File: config.mk
export PLATFORM = sky130hd
export DESIGN_NAME = cpt_mul
export DESIGN_NICKNAME = d
export VERILOG_FILES = /design/src/rtl/cpt_pkg.sv /design/src/rtl/cpt_mul.sv
export SDC_FILE = /design/constraint.sdc
export NUM_CORES = 2
export LEC_CHECK = 0
export BUFFER_PORTS_ARGS = -buffer_cell sky130_fd_sc_hd__buf_2
export CAP_MARGIN = 20
export CORE_MARGIN = 10
export CORE_UTILIZATION = 67
export CTS_BUF_LIST = sky130_fd_sc_hd__clkbuf_4 sky130_fd_sc_hd__clkbuf_8
export DETAILED_ROUTE_END_ITERATION = 16
export GPL_ROUTABILITY_DRIVEN = 0
export PLACE_DENSITY_LB_ADDON = 0.12
export SLEW_MARGIN = 20
export SYNTH_ARGS = -nofsm -noshare
export SYNTH_HDL_FRONTEND = slang
export SYNTH_SLANG_ARGS = --single-unit
File: constraint.sdc
create_clock -name clk -period 14.3 [get_ports clk]
set_input_delay 4.29 -clock clk [delete_from_list [all_inputs] [get_ports clk]]
set_output_delay 4.29 -clock clk [all_outputs]
set_load 0.01 [all_outputs]
File: src/rtl/cpt_pkg.sv
// Shared types and constants for the closest-point-on-triangle pipeline.
// No dependencies; imported by the interfaces and every module but cpt_dly.
package cpt_pkg;

	// fractional bits of a ratio; 2**FRAC_BITS stands for one
	localparam int FRAC_BITS = 64;

	// multiplier slicing: operand chunk width and latency in cycles
	localparam int MUL_CHUNK = 32;
	localparam int MUL_LAT   = 3;

	// divider: one flag stage plus one stage per quotient bit
	localparam int DIV_LAT = FRAC_BITS + 1;

	// Voronoi region of the query point
	typedef enum logic [2:0] {
		REG_VTX_A   = 3'd0,
		REG_VTX_B   = 3'd1,
		REG_EDGE_AB = 3'd2,
		REG_VTX_C   = 3'd3,
		REG_EDGE_AC = 3'd4,
		REG_EDGE_BC = 3'd5,
		REG_FACE    = 3'd6
	} region_t;

endpackage

File: src/rtl/cpt_mul.sv
// Pipelined signed multiplier built from chunk-sized partial products.
// Depends on cpt_pkg (MUL_CHUNK).
module cpt_mul
	import cpt_pkg::*;
#(
	parameter int AW = 33,
	parameter int BW = 33
) (
	input  logic                    clk,
	input  logic                    en,
	input  logic signed [AW-1:0]    a,
	input  logic signed [BW-1:0]    b,
	output logic signed [AW+BW-1:0] p
);
	localparam int PW  = AW + BW;
	localparam int NA  = (AW + MUL_CHUNK - 1) / MUL_CHUNK;
	localparam int NB  = (BW + MUL_CHUNK - 1) / MUL_CHUNK;
	localparam int XA  = NA * MUL_CHUNK;
	localparam int XB  = NB * MUL_CHUNK;
	localparam int PPW = 2 * MUL_CHUNK + 2;

	logic signed [XA-1:0]        ax;
	logic signed [XB-1:0]        bx;
	logic signed [MUL_CHUNK:0]   ach [NA];
	logic signed [MUL_CHUNK:0]   bch [NB];
	logic signed [PPW-1:0]       pp_q [NA][NB];
	logic signed [PW-1:0]        row_c [NA];
	logic signed [PW-1:0]        row_q [NA];
	logic signed [PW-1:0]        sum_c;

	assign ax = XA'(a);
	assign bx = XB'(b);

	// low chunks unsigned, top chunk carries the sign
	for (genvar i = 0; i < NA; i++) begin : g_achunk
		if (i == NA - 1) begin : g_top
			assign ach[i] = {ax[XA-1], ax[i*MUL_CHUNK +: MUL_CHUNK]};
		end else begin : g_low
			assign ach[i] = {1'b0, ax[i*MUL_CHUNK +: MUL_CHUNK]};
		end
	end
	for (genvar j = 0; j < NB; j++) begin : g_bchunk
		if (j == NB - 1) begin : g_top
			assign bch[j] = {bx[XB-1], bx[j*MUL_CHUNK +: MUL_CHUNK]};
		end else begin : g_low
			assign bch[j] = {1'b0, bx[j*MUL_CHUNK +: MUL_CHUNK]};
		end
	end

	// stage 1: partial products
	always_ff @(posedge clk) begin
		if (en) begin
			for (int i = 0; i < NA; i++) begin
				for (int j = 0; j < NB; j++) begin
					pp_q[i][j] <= ach[i] * bch[j];
				end
			end
		end
	end

	// stage 2: one row per chunk of a
	always_comb begin
		for (int i = 0; i < NA; i++) begin
			row_c[i] = '0;
			for (int j = 0; j < NB; j++) begin
				row_c[i] = row_c[i] + (PW'(pp_q[i][j]) <<< (j * MUL_CHUNK));
			end
		end
	end

	always_ff @(posedge clk) begin
		if (en) begin
			row_q <= row_c;
		end
	end

	// stage 3: rows together
	always_comb begin
		sum_c = '0;
		for (int i = 0; i < NA; i++) begin
			sum_c = sum_c + (row_q[i] <<< (i * MUL_CHUNK));
		end
	end

	always_ff @(posedge clk) begin
		if (en) begin
			p <= sum_c;
		end
	end
endmodule

* Word level (Yosys, flattened, before mapping) *
Memories as Yosys holds them, arrays and structs flattened.
Cells that the tools add are included.
W data, S select, Z words.

storage, ports and cells
  input port bits = 68
  register bits after elaboration = 166
  output and inout port bits = 66
  memory bits (writable) = 264
  logic and storage cells = 13
  memories kept = 1

operators by class
  $add $sub $neg = 3
  multiplexer cells = 2
  multiply operators = 4

memory list
  name  words  bits a word  read ports  clocked after Yosys merged registers in  write ports  line           text
  pp_q  2      132          2           0                                        2            cpt_mul.sv:26  logic signed [PPW-1:0] pp_q [NA][NB];

operators by type and width
  kind              count
  $add A66 B66 Y66  2
  $mul A32 B32 Y64  1
  $add A34 B34 Y34  1
  $mul A1 B33 Y34   1
  $mul A33 B1 Y34   1
  $mul A1 B1 Y2     1
  $mux W1           2

* Depth between registers and ports, before layout *
  word-level depth = 2
  gate-level depth with buffers = 30
  depth with buffers taken out = 27

* Least setup slack after synthesis *
OpenSTA, ideal clock, no wires.

  path kind = input-to-reg
  start point = in a[12]
  end point = mem pp_q[0][122] (netlist bit), data pin
  slack = 2.814 ns
  library setup time = 0.273 ns
  stages = 26
  data required time = 14.027 ns
  data arrival time = 11.213 ns
  cells stage by stage = clkbuf_1 clkbuf_1 and2_1 fa_1 fa_1 fa_1 inv_1 fa_1 inv_1 fa_1 inv_1 fa_1 inv_1 fa_1 fa_1 ha_1 clkbuf_1 o21a_1 nor2_1 o21ai_0 nand3_1 a211oi_1 o211ai_1 a2111o_1 a2111oi_0 a311oi_1

RTL lines
  item                line           text
  start: declaration  cpt_mul.sv:11  input logic signed [AW-1:0] a,
  end: declaration    cpt_mul.sv:26

==> run metrics <==
status=finished clean; filler instances=roughly 5400; Residual DRC=0; ys flop type=edfxtp_1; Crit Path Category=input pin to register; Slew @ Worst Pin=around 1200 ps; Post-synth ARST share=0; HPWL Detailed=93400 um; final worst-path cycle share=0.852; RSZ-0062 raised after global routing=no; top routing layer used=met5; post-CTS setup repair buffer count=0; max frequency=about 0.08 GHz; total vias in the final route=roughly 33000; CTS Hold Buffers Added=0; core area=about 0.07 mm2; drt pass-1 iters=6; synthesis-to-finish area growth=4.04%; first-pass GRT wire length=between 150000 and 200000 um; Post-DRT Antenna Nets=0; dpl cell area=around 0.048 mm2; Worst setup SP type=input pin; All-Layer GR Usage=0.300; post-synth cell types=73; area of the multi-input gates=roughly 0.034 mm2; Post-CTS Resized=0; WL final=~120000 um; syn_area_per_cell=~10 um2; die footprint=approximately 0.08 mm2; max cap viols=0; part of the Yosys area used for sequential elements=0.190; CTS buffer count=44; maximum clock insertion buffer count=3; WP data arrival=approximately 13000 ps; CP max FO=37; Syn. warnings=0; post-synthesis simple-gate area fraction=0.161; number of synthesized register bits=300; CP endpoint kind=register; synthesized net count=just over 6000; critical path cell sequence=buf_2 > and2_1 > fa_1 > inv_1 > fa_1 > fa_1 > fa_1 > inv_1 > fa_1 > inv_1 > fa_1 > inv_1 > fa_1 > fa_1 > ha_1 > o21a_1 > nor2_1 > o21ai_0 > nand3_1 > a211oi_1 > o211ai_1 > a2111o_1 > a2111oi_0 > a311oi_1; register area=~0.0090 mm2; nets@finish=5985; Fin. Hold Viols=0; Worst Skew=approximately 23 ps; Gate Count Post-Synth=between 4000 and 5000; Port Buffers=about 130; post-layout minimum cycle time=between 10000 and 15000 ps; CTS H-Tree Depth=2; final setup TNS=0 ps; Synth Area in XOR/XNOR=0.0315; Die X=about 290 um; layout cells sized above 1=0.0534; WL met2=between 50000 and 60000 um; num rows=97; initial antenna violation count=10; Post-synth EDFFs=300; Synth Area in Adders=0.466; Clk Latency, worst-skew pair=just under 600 ps; Overflow after GRT=0; pins over their slew limit=0; CTS root buf=clkbuf_8; vias per std cell=between 5 and 6; Most Frequent Cell on Critical Path=fa_1; Metal-1 WL=about 48000 um; wire per inst=about 21 um; Post-Syn Area=around 0.047 mm2; mux cell area share after synthesis=0.000633; relative slew slack=0.231; final non-filler cell area=roughly 0.049 mm2; Critical Path RT=between 10000 and 15000 ps; vias in the first global route=roughly 35000; largest net degree at the start of global routing=~140; Die Y=around 290 um; Finish-stage setup viols=0; Max stage delay on crit path=730 ps; initial core utilization=0.677; CTS tree=yes; clk sinks=300; combinational family with the most area after synthesis=adder cells; io pins=134; CP max stage cell=a211oi_1; met3 routed WL=~12000 um; Iteration-0 DRC Markers=around 2700; post-synthesis compound-gate area fraction=0.0573; CTS clock-pin slew for the worst setup and hold paths=approximately 70 ps; HP Class=register to register
## worst paths after layout
check                                    end  cells after the start   startpoint  slack, ps
worst min register to register     row_q[72]                      0  pp_q[0][72]        400
worst max-delay path            pp_q[0][122]                     24        a[15]       2110
worst min-delay path               row_q[72]                      0  pp_q[0][72]        400
worst max register to register         p[58]                     12    row_q[98]      10520
## cells by family after synthesis
logic type / Yosys count
adder cells (fa/ha/maj): 1229
buffers and inverters: 1188
AND/OR/NAND/NOR: 1454
XOR/XNOR: 171
AO/OA/AOI/OAI: 421
flip-flops: 300
other: 1
multiplexers: 3
## registers in the layout, indices dropped and copies added (netlist names)
| signal | flops |
|---|---|
| p | 66 |
| pp_q | 134 |
| row_q | 100 |
## worst max-delay path, delay by kind of cell
family	cells	cell delay (ps)
AO/OA/AOI/OAI	7	2520
adder cells (fa/ha/maj)	9	4270
buffers and inverters	5	960
AND/OR/NAND/NOR	3	440
## cell usage in the layout, fill, tap and decap left out, types with 14 or more instances in the layout
| cell | count |
|---|---|
| ha_1 | 331 |
| a21o_1 | 82 |
| xnor2_1 | 118 |
| nand3_1 | 37 |
| inv_1 | 898 |
| xor2_1 | 53 |
| fa_1 | 898 |
| and3_1 | 16 |
| clkbuf_8 | 44 |
| o21a_1 | 28 |
| nand2b_1 | 31 |
| nor2_1 | 114 |
| clkinv_1 | 14 |
| buf_4 | 30 |
| a21oi_1 | 132 |
| edfxtp_1 | 300 |
| nand2_1 | 490 |
| nor4_1 | 16 |
| o21bai_1 | 20 |
| and2_1 | 635 |
| a31oi_1 | 17 |
| nand4_1 | 20 |
| nor3_1 | 34 |
| buf_2 | 132 |
| o21ai_0 | 62 |
## Yosys cell counts (all sizes together), types with 3 or more instances
| cell | number | share of area |
|---|---|---|
| mux2i | 3 | 0.00063 |
| nor4 | 20 | 0.0035 |
| o21bai | 20 | 0.0032 |
| o21a | 28 | 0.0044 |
| o22ai | 3 | 0.00040 |
| or2 | 7 | 0.00092 |
| fa | 898 | 0.38 |
| a31oi | 17 | 0.0022 |
| xnor2 | 118 | 0.022 |
| or4 | 5 | 0.00095 |
| o31ai | 7 | 0.0011 |
| nand2 | 490 | 0.039 |
| nor3 | 34 | 0.0036 |
| ha | 331 | 0.087 |
| and3 | 16 | 0.0021 |
| a21o | 82 | 0.013 |
| and2 | 635 | 0.084 |
| nand3b | 5 | 0.00079 |
| nor2 | 114 | 0.0090 |
| a211o | 4 | 0.00074 |
| o31a | 5 | 0.00092 |
| and4 | 3 | 0.00055 |
| or3 | 7 | 0.0010 |
| nand2b | 32 | 0.0044 |
| nor3b | 7 | 0.0011 |
| a41oi | 4 | 0.00074 |
| o2111ai | 4 | 0.00074 |
| o21ai | 62 | 0.0065 |
| xor2 | 53 | 0.0098 |
| a211oi | 9 | 0.0014 |
| nor2b | 13 | 0.0017 |
| inv | 899 | 0.071 |
| a311oi | 4 | 0.00074 |
| a2111oi | 4 | 0.00074 |
| buf | 11 | 0.0012 |
| a21boi | 6 | 0.00095 |
| clkbuf | 278 | 0.022 |
| nand4 | 20 | 0.0026 |
| edfxtp | 300 | 0.19 |
| nand3 | 37 | 0.0039 |
| o211ai | 11 | 0.0017 |
| a21oi | 132 | 0.014 |
## per-stage QoR
step / setup slack (ps) / hold WS [ps] / utilization / cells
2_1_floorplan: 2810 / 400 / - / 4767
3_3_place_gp: 1780 / 400 / 0.691 / 5582
3_5_place_dp: 1640 / 405 / 0.691 / 5582
4_1_cts: 2260 / 398 / 0.704 / 5663
5_1_grt: 2000 / 404 / 0.704 / 5665
6_report: 2110 / 404 / 0.704 / 5666
## per-layer routing
layer / vias to the layer above / global-route usage
met2: 1579 / 0.479
met5: - / 0
met4: 6 / 0.104
met1: 16900 / 0.408
met3: 271 / 0.0612
li1: 14500 / -
## layout make-up
cell class | count | share of cell area
clock inverter | 30 | 0.00535
tap | 940 | 0.0238
timing repair buffer | 164 | 0.0185
multi-input combinational | 3279 | 0.688
inverter | 899 | 0.0683
sequential | 300 | 0.182
clock buffer | 51 | 0.0133
antenna | 3 | 0.000152
Power is not shown: default switching activity piles up to over one toggle a cycle in this logic, so the estimate is an artifact.
